## src/design/tlv_pkg.sv

```systemverilog
// tlv_pkg: shared constants and types of the tag finder
// no dependencies; used by the result channel interface, the top level and the checker
`default_nettype none

package tlv_pkg;

  // longest buffer that is parsed; bytes beyond it flag the buffer as too long
  localparam int unsigned BUFFER_BYTES = 4096;
  // byte counter holds 0 .. BUFFER_BYTES
  localparam int unsigned POS_W        = $clog2(BUFFER_BYTES + 1);

  // length byte codes
  localparam logic [7:0] LEN_LONG_MARK = 8'h80;
  localparam logic [7:0] LEN_ONE_BYTE  = 8'h81;
  localparam logic [7:0] LEN_TWO_BYTE  = 8'h82;

  // result status codes
  typedef logic [1:0] status_t;
  localparam status_t STATUS_FOUND     = 2'd0;
  localparam status_t STATUS_NOT_FOUND = 2'd1;
  localparam status_t STATUS_TOO_LONG  = 2'd2;

endpackage

`default_nettype wire

```

## src/design/tlv_in_if.sv

```systemverilog
// tlv_in_if: byte stream channel into the tag finder (valid/ready plus payload)
// depends on nothing
`default_nettype none

interface tlv_in_if;
  logic       valid;
  logic       ready;
  logic [7:0] data_byte;
  logic       last_byte;
  logic [7:0] target_tag;

  modport source (output valid, output data_byte, output last_byte, output target_tag,
                  input ready);
  modport sink   (input valid, input data_byte, input last_byte, input target_tag,
                  output ready);
endinterface

`default_nettype wire

```

## src/design/tlv_out_if.sv

```systemverilog
// tlv_out_if: search result channel out of the tag finder (valid/ready plus payload)
// depends on tlv_pkg for the status type
`default_nettype none

interface tlv_out_if;
  logic              valid;
  logic              ready;
  tlv_pkg::status_t  search_status;
  logic [15:0]       value_offset;
  logic [15:0]       value_length;

  modport source (output valid, output search_status, output value_offset,
                  output value_length, input ready);
  modport sink   (input valid, input search_status, input value_offset,
                  input value_length, output ready);
endinterface

`default_nettype wire

```

## src/design/tlv_tag_finder.sv

```systemverilog
// tlv_tag_finder: streaming search for one tag in a single-byte-tag BER-TLV buffer
// depends on tlv_pkg, tlv_in_if and tlv_out_if
//
//   channel   | dir | payload                                    | one transaction
//   ----------+-----+--------------------------------------------+-------------------------
//   in_chan   | in  | data_byte[7:0], last_byte, target_tag[7:0] | one buffer byte
//   out_chan  | out | search_status[1:0], value_offset[15:0],    | one result per buffer,
//             |     | value_length[15:0]                         | after its last byte
//
// one byte is taken per cycle while in_chan.ready is high; the parse state updates in the cycle the byte is accepted.
// the result is registered and shows in the cycle after the last byte is accepted.
// in_chan.ready drops only while a result is held and out_chan.ready is low, so the
// next buffer streams in while the previous result is still being taken.
// synchronous active-low reset returns the parser to expect a tag byte, with no result.
`default_nettype none

module tlv_tag_finder (
  input  wire        clk,
  input  wire        rst_n,
  tlv_in_if.sink     in_chan,
  tlv_out_if.source  out_chan
);
  import tlv_pkg::*;

  typedef enum logic [2:0] {
    PH_TAG, PH_LEN, PH_LEN1, PH_LEN2HI, PH_LEN2LO, PH_VALUE, PH_IDLE
  } phase_t;

  typedef enum logic [1:0] {
    SO_SEARCH, SO_PENDING, SO_FOUND, SO_STOPPED
  } over_t;

  phase_t           phase_r, phase_nxt;
  over_t            over_r, over_nxt;
  logic [POS_W-1:0] byte_pos_r, byte_pos_nxt;
  logic [7:0]       sought_tag_r, sought_tag_nxt;
  logic [7:0]       item_tag_r, item_tag_nxt;
  logic [15:0]      remaining_r, remaining_nxt;
  logic [15:0]      held_offset_r, held_offset_nxt;
  logic [15:0]      held_length_r, held_length_nxt;
  logic             too_long_r, too_long_nxt;

  logic             out_valid_r, out_valid_nxt;
  status_t          out_status_r, out_status_nxt;
  logic [15:0]      out_offset_r, out_offset_nxt;
  logic [15:0]      out_length_r, out_length_nxt;

  logic             in_acc;
  logic             pos_full;
  logic [16:0]      value_start;
  logic [15:0]      value_start_sat;
  logic [15:0]      remaining_dec;
  logic             begin_now;
  logic [15:0]      begin_len;

  // accept whenever the result register is free or being emptied
  assign in_chan.ready = !out_valid_r || out_chan.ready;
  assign in_acc        = in_chan.valid && in_chan.ready;

  assign pos_full        = byte_pos_r >= POS_W'(BUFFER_BYTES);
  assign value_start     = 17'(byte_pos_r) + 17'd1;
  assign value_start_sat = value_start[16] ? 16'hFFFF : value_start[15:0];
  assign remaining_dec   = remaining_r - 16'd1;

  // parse step for one accepted byte
  always_comb begin
    phase_nxt       = phase_r;
    over_nxt        = over_r;
    byte_pos_nxt    = byte_pos_r;
    sought_tag_nxt  = sought_tag_r;
    item_tag_nxt    = item_tag_r;
    remaining_nxt   = remaining_r;
    held_offset_nxt = held_offset_r;
    held_length_nxt = held_length_r;
    too_long_nxt    = too_long_r;
    begin_now       = 1'b0;
    begin_len       = {8'h00, in_chan.data_byte};

    out_valid_nxt  = out_valid_r && !out_chan.ready;
    out_status_nxt = out_status_r;
    out_offset_nxt = out_offset_r;
    out_length_nxt = out_length_r;

    if (in_acc) begin
      if (byte_pos_r == '0) begin
        sought_tag_nxt = in_chan.target_tag;
      end

      if (pos_full) begin
        too_long_nxt = 1'b1;
      end else begin
        byte_pos_nxt = byte_pos_r + POS_W'(1);
        unique case (phase_r)
          PH_TAG: begin
            item_tag_nxt = in_chan.data_byte;
            phase_nxt    = PH_LEN;
          end
          PH_LEN: begin
            priority if (in_chan.data_byte < LEN_LONG_MARK) begin
              begin_now = 1'b1;
            end else if (in_chan.data_byte == LEN_ONE_BYTE) begin
              phase_nxt = PH_LEN1;
            end else if (in_chan.data_byte == LEN_TWO_BYTE) begin
              phase_nxt = PH_LEN2HI;
            end else begin
              // unsupported length form ends the search
              over_nxt  = SO_STOPPED;
              phase_nxt = PH_IDLE;
            end
          end
          PH_LEN1: begin
            begin_now = 1'b1;
          end
          PH_LEN2HI: begin
            remaining_nxt = {8'h00, in_chan.data_byte};
            phase_nxt     = PH_LEN2LO;
          end
          PH_LEN2LO: begin
            begin_now = 1'b1;
            begin_len = {remaining_r[7:0], in_chan.data_byte};
          end
          PH_VALUE: begin
            remaining_nxt = remaining_dec;
            if (remaining_dec == 16'd0) begin
              if (over_r == SO_PENDING) begin
                over_nxt  = SO_FOUND;
                phase_nxt = PH_IDLE;
              end else begin
                phase_nxt = PH_TAG;
              end
            end
          end
          PH_IDLE: begin
          end
          default: begin
          end
        endcase

        // header complete: start the value, and hold it if the tag matches while still searching
        if (begin_now) begin
          if (over_r == SO_SEARCH && item_tag_r == sought_tag_r) begin
            held_offset_nxt = value_start_sat;
            held_length_nxt = begin_len;
            if (begin_len == 16'd0) begin
              over_nxt  = SO_FOUND;
              phase_nxt = PH_IDLE;
            end else begin
              over_nxt      = SO_PENDING;
              remaining_nxt = begin_len;
              phase_nxt     = PH_VALUE;
            end
          end else if (begin_len == 16'd0) begin
            phase_nxt = PH_TAG;
          end else begin
            remaining_nxt = begin_len;
            phase_nxt     = PH_VALUE;
          end
        end
      end

      // final byte: load the result and rearm for the next buffer
      if (in_chan.last_byte) begin
        out_valid_nxt = 1'b1;
        if (too_long_nxt) begin
          out_status_nxt = STATUS_TOO_LONG;
          out_offset_nxt = 16'd0;
          out_length_nxt = 16'd0;
        end else if (over_nxt == SO_FOUND) begin
          out_status_nxt = STATUS_FOUND;
          out_offset_nxt = held_offset_nxt;
          out_length_nxt = held_length_nxt;
        end else begin
          out_status_nxt = STATUS_NOT_FOUND;
          out_offset_nxt = 16'd0;
          out_length_nxt = 16'd0;
        end
        phase_nxt       = PH_TAG;
        over_nxt        = SO_SEARCH;
        byte_pos_nxt    = '0;
        sought_tag_nxt  = 8'h00;
        item_tag_nxt    = 8'h00;
        remaining_nxt   = 16'd0;
        held_offset_nxt = 16'd0;
        held_length_nxt = 16'd0;
        too_long_nxt    = 1'b0;
      end
    end
  end

  // parser state and result register
  always_ff @(posedge clk) begin
    if (!rst_n) begin
      phase_r       <= PH_TAG;
      over_r        <= SO_SEARCH;
      byte_pos_r    <= '0;
      sought_tag_r  <= 8'h00;
      item_tag_r    <= 8'h00;
      remaining_r   <= 16'd0;
      held_offset_r <= 16'd0;
      held_length_r <= 16'd0;
      too_long_r    <= 1'b0;
      out_valid_r   <= 1'b0;
    end else begin
      phase_r       <= phase_nxt;
      over_r        <= over_nxt;
      byte_pos_r    <= byte_pos_nxt;
      sought_tag_r  <= sought_tag_nxt;
      item_tag_r    <= item_tag_nxt;
      remaining_r   <= remaining_nxt;
      held_offset_r <= held_offset_nxt;
      held_length_r <= held_length_nxt;
      too_long_r    <= too_long_nxt;
      out_valid_r   <= out_valid_nxt;
    end
    out_status_r <= out_status_nxt;
    out_offset_r <= out_offset_nxt;
    out_length_r <= out_length_nxt;
  end

  assign out_chan.valid         = out_valid_r;
  assign out_chan.search_status = out_status_r;
  assign out_chan.value_offset  = out_offset_r;
  assign out_chan.value_length  = out_length_r;

endmodule

`default_nettype wire

```

## src/flat_wrapper.sv

```systemverilog
// flat-port wrapper written by rule: the top's interface ports become plain ports
module tlv_tag_finder_flat import tlv_pkg::*;
  (clk, rst_n, in_chan_valid, in_chan_data_byte, in_chan_last_byte, in_chan_target_tag, in_chan_ready, out_chan_valid, out_chan_search_status, out_chan_value_offset, out_chan_value_length, out_chan_ready);
  tlv_in_if in_chan_i ();
  tlv_out_if out_chan_i ();
  input  wire clk;
  input  wire rst_n;
  input wire logic [$bits(in_chan_i.valid)-1:0] in_chan_valid;
  input wire logic [$bits(in_chan_i.data_byte)-1:0] in_chan_data_byte;
  input wire logic [$bits(in_chan_i.last_byte)-1:0] in_chan_last_byte;
  input wire logic [$bits(in_chan_i.target_tag)-1:0] in_chan_target_tag;
  output wire logic [$bits(in_chan_i.ready)-1:0] in_chan_ready;
  output wire logic [$bits(out_chan_i.valid)-1:0] out_chan_valid;
  output wire logic [$bits(out_chan_i.search_status)-1:0] out_chan_search_status;
  output wire logic [$bits(out_chan_i.value_offset)-1:0] out_chan_value_offset;
  output wire logic [$bits(out_chan_i.value_length)-1:0] out_chan_value_length;
  input wire logic [$bits(out_chan_i.ready)-1:0] out_chan_ready;
  assign in_chan_i.valid = in_chan_valid;
  assign in_chan_i.data_byte = in_chan_data_byte;
  assign in_chan_i.last_byte = in_chan_last_byte;
  assign in_chan_i.target_tag = in_chan_target_tag;
  assign in_chan_ready = in_chan_i.ready;
  assign out_chan_valid = out_chan_i.valid;
  assign out_chan_search_status = out_chan_i.search_status;
  assign out_chan_value_offset = out_chan_i.value_offset;
  assign out_chan_value_length = out_chan_i.value_length;
  assign out_chan_i.ready = out_chan_ready;
  tlv_tag_finder u_core (.clk(clk), .rst_n(rst_n), .in_chan(in_chan_i), .out_chan(out_chan_i));
endmodule
```

## config.mk

```make
export PLATFORM = sky130hd
export DESIGN_NAME = tlv_tag_finder_flat
export DESIGN_NICKNAME = d
export VERILOG_FILES = /design/src/design/tlv_pkg.sv /design/src/design/tlv_in_if.sv /design/src/design/tlv_out_if.sv /design/src/design/tlv_tag_finder.sv /design/src/flat_wrapper.sv
export SDC_FILE = /design/constraint.sdc
export NUM_CORES = 1
export LEC_CHECK = 0
export BUFFER_PORTS_ARGS = -buffer_cell sky130_fd_sc_hd__buf_2
export CORE_ASPECT_RATIO = 0.8
export CORE_MARGIN = 2
export CORE_UTILIZATION = 53
export DETAILED_ROUTE_END_ITERATION = 10
export PLACE_DENSITY = 0.79
export RECOVER_POWER = 25
export REMOVE_ABC_BUFFERS = 1
export SLEW_MARGIN = 20
export SYNTH_ARGS = -nofsm -noshare
export SYNTH_HDL_FRONTEND = slang
export SYNTH_SLANG_ARGS = --single-unit
export TNS_END_PERCENT = 10
```

## constraint.sdc

```tcl
create_clock -name clk -period 2.5 [get_ports clk]
set_clock_uncertainty 0.2 [all_clocks]
set_input_delay 0.375 -clock clk [delete_from_list [all_inputs] [get_ports clk]]
set_output_delay 0.375 -clock clk [all_outputs]
set_load 0.1 [all_outputs]
```

# After elaboration in Yosys (flattened, before gate mapping)
# Index checks and enable logic that the tools add are counted.
word_totals:
  reg_bits: 118
  out_inout_bits: 36
  in_bits: 21
op_classes:
  n_eq_ne: 13
  bitwise_logic: 1
  muxes: 58
  n_addsub: 3
  reduce_logical: 21
  order_cmp: 2
op_table:
  columns: ["cell", "count"]
  rows:
  - ["$mux W16", 16]
  - ["$mux W8", 5]
  - ["$logic_not A16 Y1", 2]
  - ["$pmux W16 S2", 1]
  - ["$mux W3", 10]
  - ["$mux W13", 2]
  - ["$mux W2", 12]
  - ["$eq A8 B8 Y1 const B", 2]
  - ["$sub A16 B1 Y16 const B", 1]
  - ["$add A13 B1 Y14 const B", 1]
  - ["$add A13 B1 Y13 const B", 1]
  - ["$ge A13 B13 Y1 const B", 1]
  - ["$logic_not A13 Y1", 1]
  - ["$pmux W3 S4", 1]
  - ["$mux W1", 9]
  - ["$eq A8 B8 Y1", 1]
  - ["$lt A8 B8 Y1 const B", 1]
  - ["$eq A3 B2 Y1 const B", 2]
  - ["$eq A3 B3 Y1 const B", 2]
  - ["$reduce_and A2 Y1", 3]
  - ["$reduce_bool A6 Y1", 1]
  - ["$reduce_and A5 Y1", 1]
  - ["$ne A4 B2 Y1 const B", 1]
  - ["$ne A4 B4 Y1 const B", 1]
  - ["15 further kinds", 20]

# Longest topological paths before layout
logic_depth:
  ltp_word: 13
  ltp_mapped: 9

# Worst setup path after synthesis
# Ideal clock, no wire load.
synth_timing:
  kind: "register to register"
  start: "register u_core.out_valid_r, in the netlist u_core.out_chan.valid"
  end: "register u_core.item_tag_r[6]"
  t_arrival_ns: 3.180
  path_stages_with_launch: 9
  path_slack_ns: -0.996
  synth_period_minus_slack_ns: 3.496
  path_cell_list: "dfxtp_1 nand2b_1 nand3_1 clkbuf_1 o21bai_1 clkbuf_1 nor3b_1 a21oi_1 nor2b_1"
synth_between:
  elab_chain_cells: 4
synth_rtl:
  columns: ["element", "line", "source"]
  rows:
  - ["from (decl)", "tlv_tag_finder.sv:43", "logic out_valid_r, out_valid_nxt;"]
  - ["from (signal assigned)", "tlv_tag_finder.sv:213", "out_valid_r <= out_valid_nxt;"]
  - ["$logic_not A1 Y1", "tlv_tag_finder.sv:57", "assign in_chan.ready = !out_valid_r || out_chan.ready;"]
  - ["$logic_or A1 B1 Y1", "tlv_tag_finder.sv:57", null]
  - ["via in_chan_ready", "flat_wrapper.sv:12", "output wire logic [$bits(in_chan_i.ready)-1:0] in_chan_ready;"]
  - ["$logic_and A1 B1 Y1", "tlv_tag_finder.sv:58", "assign in_acc = in_chan.valid && in_chan.ready;"]
  - ["$reduce_and A3 Y1 (no line)", null, null]
  - ["to (signal assigned)", "tlv_tag_finder.sv:208", "item_tag_r <= item_tag_nxt;"]
  - ["to (decl)", "tlv_tag_finder.sv:37", "logic [7:0] item_tag_r, item_tag_nxt;"]
# The timed path passes the listed nets, and every way through them passes these cells.
# A chain may end at the register's enable or synchronous reset.

# Final worst setup path
layout_timing:
  start: "register u_core.remaining_r[1]"
  end: "register u_core.out_offset_r[15], in the netlist u_core.out_chan.value_offset[15] (data pin)"
layout_between:
  elab_chain_cells: 12
  word_cells_on_any_way: 16
  cone_classes: "add/sub: 1; eq/ne: 1; mux: 10; bitwise: 1; reduce/logical: 3"
layout_rtl:
  columns: ["element", "line", "source"]
  rows:
  - ["from (decl)", "tlv_tag_finder.sv:38", "logic [15:0] remaining_r, remaining_nxt;"]
  - ["from (signal assigned)", "tlv_tag_finder.sv:209", "remaining_r <= remaining_nxt;"]
  - ["branches (longest 6 deep; another with $sub A16 B1 Y16)", null, null]
  - ["$mux W2 (*)", "tlv_tag_finder.sv:140", "if (begin_now) begin"]
  - ["$mux W2 (*)", "tlv_tag_finder.sv:89", "if (pos_full) begin"]
  - ["$mux W2 (*)", "tlv_tag_finder.sv:84", "if (in_acc) begin"]
  - ["$eq A2 B2 Y1 (*)", "tlv_tag_finder.sv:168", "end else if (over_nxt == SO_FOUND) begin"]
  - ["$not A1 Y1 (no line) (*)", null, null]
  - ["$reduce_or A2 Y1 (no line) (*)", null, null]
  - ["to (signal assigned)", "tlv_tag_finder.sv:216", "out_offset_r <= out_offset_nxt;"]
  - ["to (decl)", "tlv_tag_finder.sv:45", "logic [15:0] out_offset_r, out_offset_nxt;"]
# Mark *: on every way between the ends. The select of a mux whose other input is x is not followed.

==> impl_metrics.ini <==
[sta]
whs_ns = 0.0350
setup_viol = 36
fin_crit_sh_pct = 115
timing.slew.headroom_pct = 20.2
finalHoldViolCount = 0
drv_slew = 0
worst_pin_slew_ns = 1.20
worst_slack_ns = -0.376
fmax_ghz = 0.348
period_minus_slack_ns = 2.88
rsz0062_at_grt = yes

[final_layout]
diodes = 0
area_growth_pct = 34.4
final_area_mm2 = 0.00844
fill_cells = 776
final_cell_mix = dfxtp_1 (83), buf_4 (78), nor2b_1 (56), a22oi_1 (46), nand2_1 (35)
drive_gt1_share_pct = 28.6
utilization_pct = 73.3
fin_cells = 937
mostFrequentLayoutCell = dfxtp_1
finalNetCount = 801

[clocking]
clock_sinks = 118
cts_tree = built
insertion_delay_ns = 0.42
max-clock-path-buffers = 2
hold_buffers = 0
clock-root-buffer = clkbuf_16
cts.htree.levels = 4
cts.clk_slew.worst_paths_ns = 0.06
cts_buffers = 17

[grt]
first_global_vias = 5684
overflow = 0
grt_usage_pct = 29.2
grt_max_degree = 37
antenna_found_initial = 0
grt_pass1_wl_um = 29200

[logic_synthesis]
synth_async_sr_flop_share_pct = 0
yosysSeqAreaShare_pct = 43.0
synth_area_mm2 = 0.00628
synthFlopType = dfxtp_1
synthCells = 653
synth_warnings = 0
post_synth.cell_area_avg_um2 = 9.62
synth_edf_count = 34
ys_types = 66
yosys_register_bits = 118

[power]
p_int_mw = 4.06
switchingPower_mw = 1.41
swShare_pct = 25.8
p_clk_share_pct = 49.0
p_leak_nw = 2.95
power-per-cell-area_mw_per_mm2 = 648
pwr-share-comb_pct = 13.9
p_seq_share_pct = 37.1
peakVddDrop_mv = 0.628

[detailed_routing]
post_drt_via_cell_ratio = 6.31
dr.first_iter.drc_count = 678
wl_per_cell_um = 21.3
vias = 5913
drtPass1Iterations = 6
final_antenna_net_count = 0
remaining_drc_errors = 0
wl_um = 20000

[critical_path]
crit_buf_inv = 3
worstSetupStartpointType = flop
cp_slowest_cell = or4b_4
crit_fanout = 6
crit_chain = inv_2 -> ha_4 -> or4b_4 -> nor4_4 -> nand3_2 -> buf_6 -> o31ai_4 -> a22oi_4 -> buf_12 -> nor4_4
cp_top_family = simple AND/OR/NAND/NOR gates
end_kind = flop
cpPeakStageDelay_ns = 0.46
cpMostUsedCell = nor4_4
crit_type = reg -> reg
required_ns = 2.53
arrival_ns = 2.90

[placement]
place_area_mm2 = 0.00727
dp_hpwl_um = 11900
dp_cells = 890
numPortBuffers = 56
pre_cts_slack_ns = -0.397
gp_congestion = 0.986

[min_path]
hp-class = in -> reg

[floorplan]
die_y_um = 101
rows = 35
core_mm2 = 0.0115
initial_core_util_pct = 54.5
io_pins = 57
die_x_um = 126
fp.dieArea_mm2 = 0.0127

[status]
outcome = complete, but fails checks
violations = setup timing

[job]
maxCapViolCount = 0
worst register-to-register path: stages (launching register included):
cell,delay [ns]
dfxtp_1,0.31
inv_2,0.09
ha_4,0.12
or4b_4,0.46
nor4_4,0.24
nand3_2,0.13
buf_6,0.15
o31ai_4,0.26
a22oi_4,0.21
buf_12,0.21
nor4_4,0.31
area by class of cell:
cell class	instances	area, um2	share of cell area [%]
Inverter	13	48.8	0.578
Clock buffer	19	443	5.25
Clock inverter	13	203	2.40
Multi-Input combinational cell	470	3630	43.0
Timing Repair Buffer	156	1220	14.5
Tap cell	148	185	2.19
Sequential cell	118	2710	32.1
logic make-up after synthesis:
| logic type | count (synthesis) | share of synthesized area (%) |
|---|---|---|
| AND/OR/NAND/NOR | 257 | 26.4 |
| AO/OA/AOI/OAI | 154 | 17.0 |
| flip-flops | 118 | 43.0 |
| buffers and inverters | 65 | 4.58 |
| multiplexers | 30 | 4.78 |
| XOR/XNOR | 25 | 3.49 |
| adder cells (fa/ha/maj) | 4 | 0.797 |
registers in the layout, indices dropped and copies added (netlist names):
name and cells:
u_core.remaining_r 16, u_core.sought_tag_r 8, u_core.held_length_r 16, u_core.held_offset_r 16
u_core.over_r 2, u_core.out_chan.value_length 16, u_core.too_long_r 1, u_core.item_tag_r 8
u_core.phase_r 3, u_core.byte_pos_r 13, u_core.out_chan.value_offset 16, u_core.out_chan.search_status 2
u_core.out_chan.valid 1
routing by layer:
layer / part of all wire (%) / wire [um] / global-route usage, % / vias to the layer above
li1: - / - / - / 2666
met1: 42 / 8320 / 37.8 / 2825
met2: 47 / 9300 / 47.1 / 361
met3: 8.8 / 1770 / 7.08 / 61
met4: 3.0 / 607 / 13.3 / 0
met5: 0 / 0 / 0 / -
Yosys cell counts (3+ instances only):
library cell | n | area share, %
nor3_1 | 17 | 1.4
or4_1 | 3 | 0.36
edfxtp_1 | 34 | 16
nand3b_1 | 6 | 0.72
a21boi_0 | 6 | 0.72
xor2_1 | 11 | 1.5
a221o_1 | 7 | 1.1
nand4_1 | 4 | 0.40
and3_1 | 7 | 0.70
nor2_1 | 32 | 1.9
mux2i_1 | 30 | 4.8
ha_1 | 4 | 0.80
xnor2_1 | 14 | 2.0
a22oi_1 | 47 | 5.6
nor2b_1 | 56 | 5.6
inv_1 | 13 | 0.78
dfxtp_1 | 84 | 27
o21ai_0 | 28 | 2.2
nor3b_1 | 9 | 1.1
a21oi_1 | 33 | 2.6
a31oi_1 | 3 | 0.30
nor4_1 | 11 | 1.1
buf_6 | 4 | 0.72
and2_1 | 14 | 1.4
nand2b_1 | 3 | 0.30
buf_2 | 8 | 0.64
nand2_1 | 36 | 2.2
clkbuf_1 | 38 | 2.3
nand3_1 | 15 | 1.2
nor4_2 | 30 | 6.0
a22o_1 | 3 | 0.42
final timing paths:
| check | cells after the start | endpoint | slack (ns) | from |
|---|---|---|---|---|
| max | 10 | u_core.out_chan.value_offset[15] | -0.38 | u_core.remaining_r[1] |
| min | 3 | u_core.sought_tag_r[6] | 0.03 | in_chan_target_tag[6] |
| max reg2reg | 10 | u_core.out_chan.value_offset[15] | -0.38 | u_core.remaining_r[1] |
| min reg2reg | 2 | u_core.too_long_r | 0.28 | u_core.too_long_r |
stage by stage:
stage               power, mW  TNS [ns]
finish                   5.47    -10.74
global route             5.60    -14.04
CTS                      5.40     -5.32
detailed placement       2.71    -12.30
global placement         2.69    -10.68
floorplan                2.46   -153.58
repair_timing:
action	4_1_cts	5_1_grt
pin swaps	7	19
resized for setup	21	44
buffers inserted	8	3
setup endpoints to repair	44	79
gates cloned	1	3
power groups by stage:
stage	Clock, mW	Combinational (mW)	Sequential, mW
2_1_floorplan	0	0.240	2.22
3_3_place_gp	0	0.627	2.06
3_5_place_dp	0	0.642	2.06
4_1_cts	2.68	0.690	2.02
5_1_grt	2.77	0.795	2.03
6_report	2.68	0.762	2.03
Note: power is estimated with default switching activity, not from simulation.
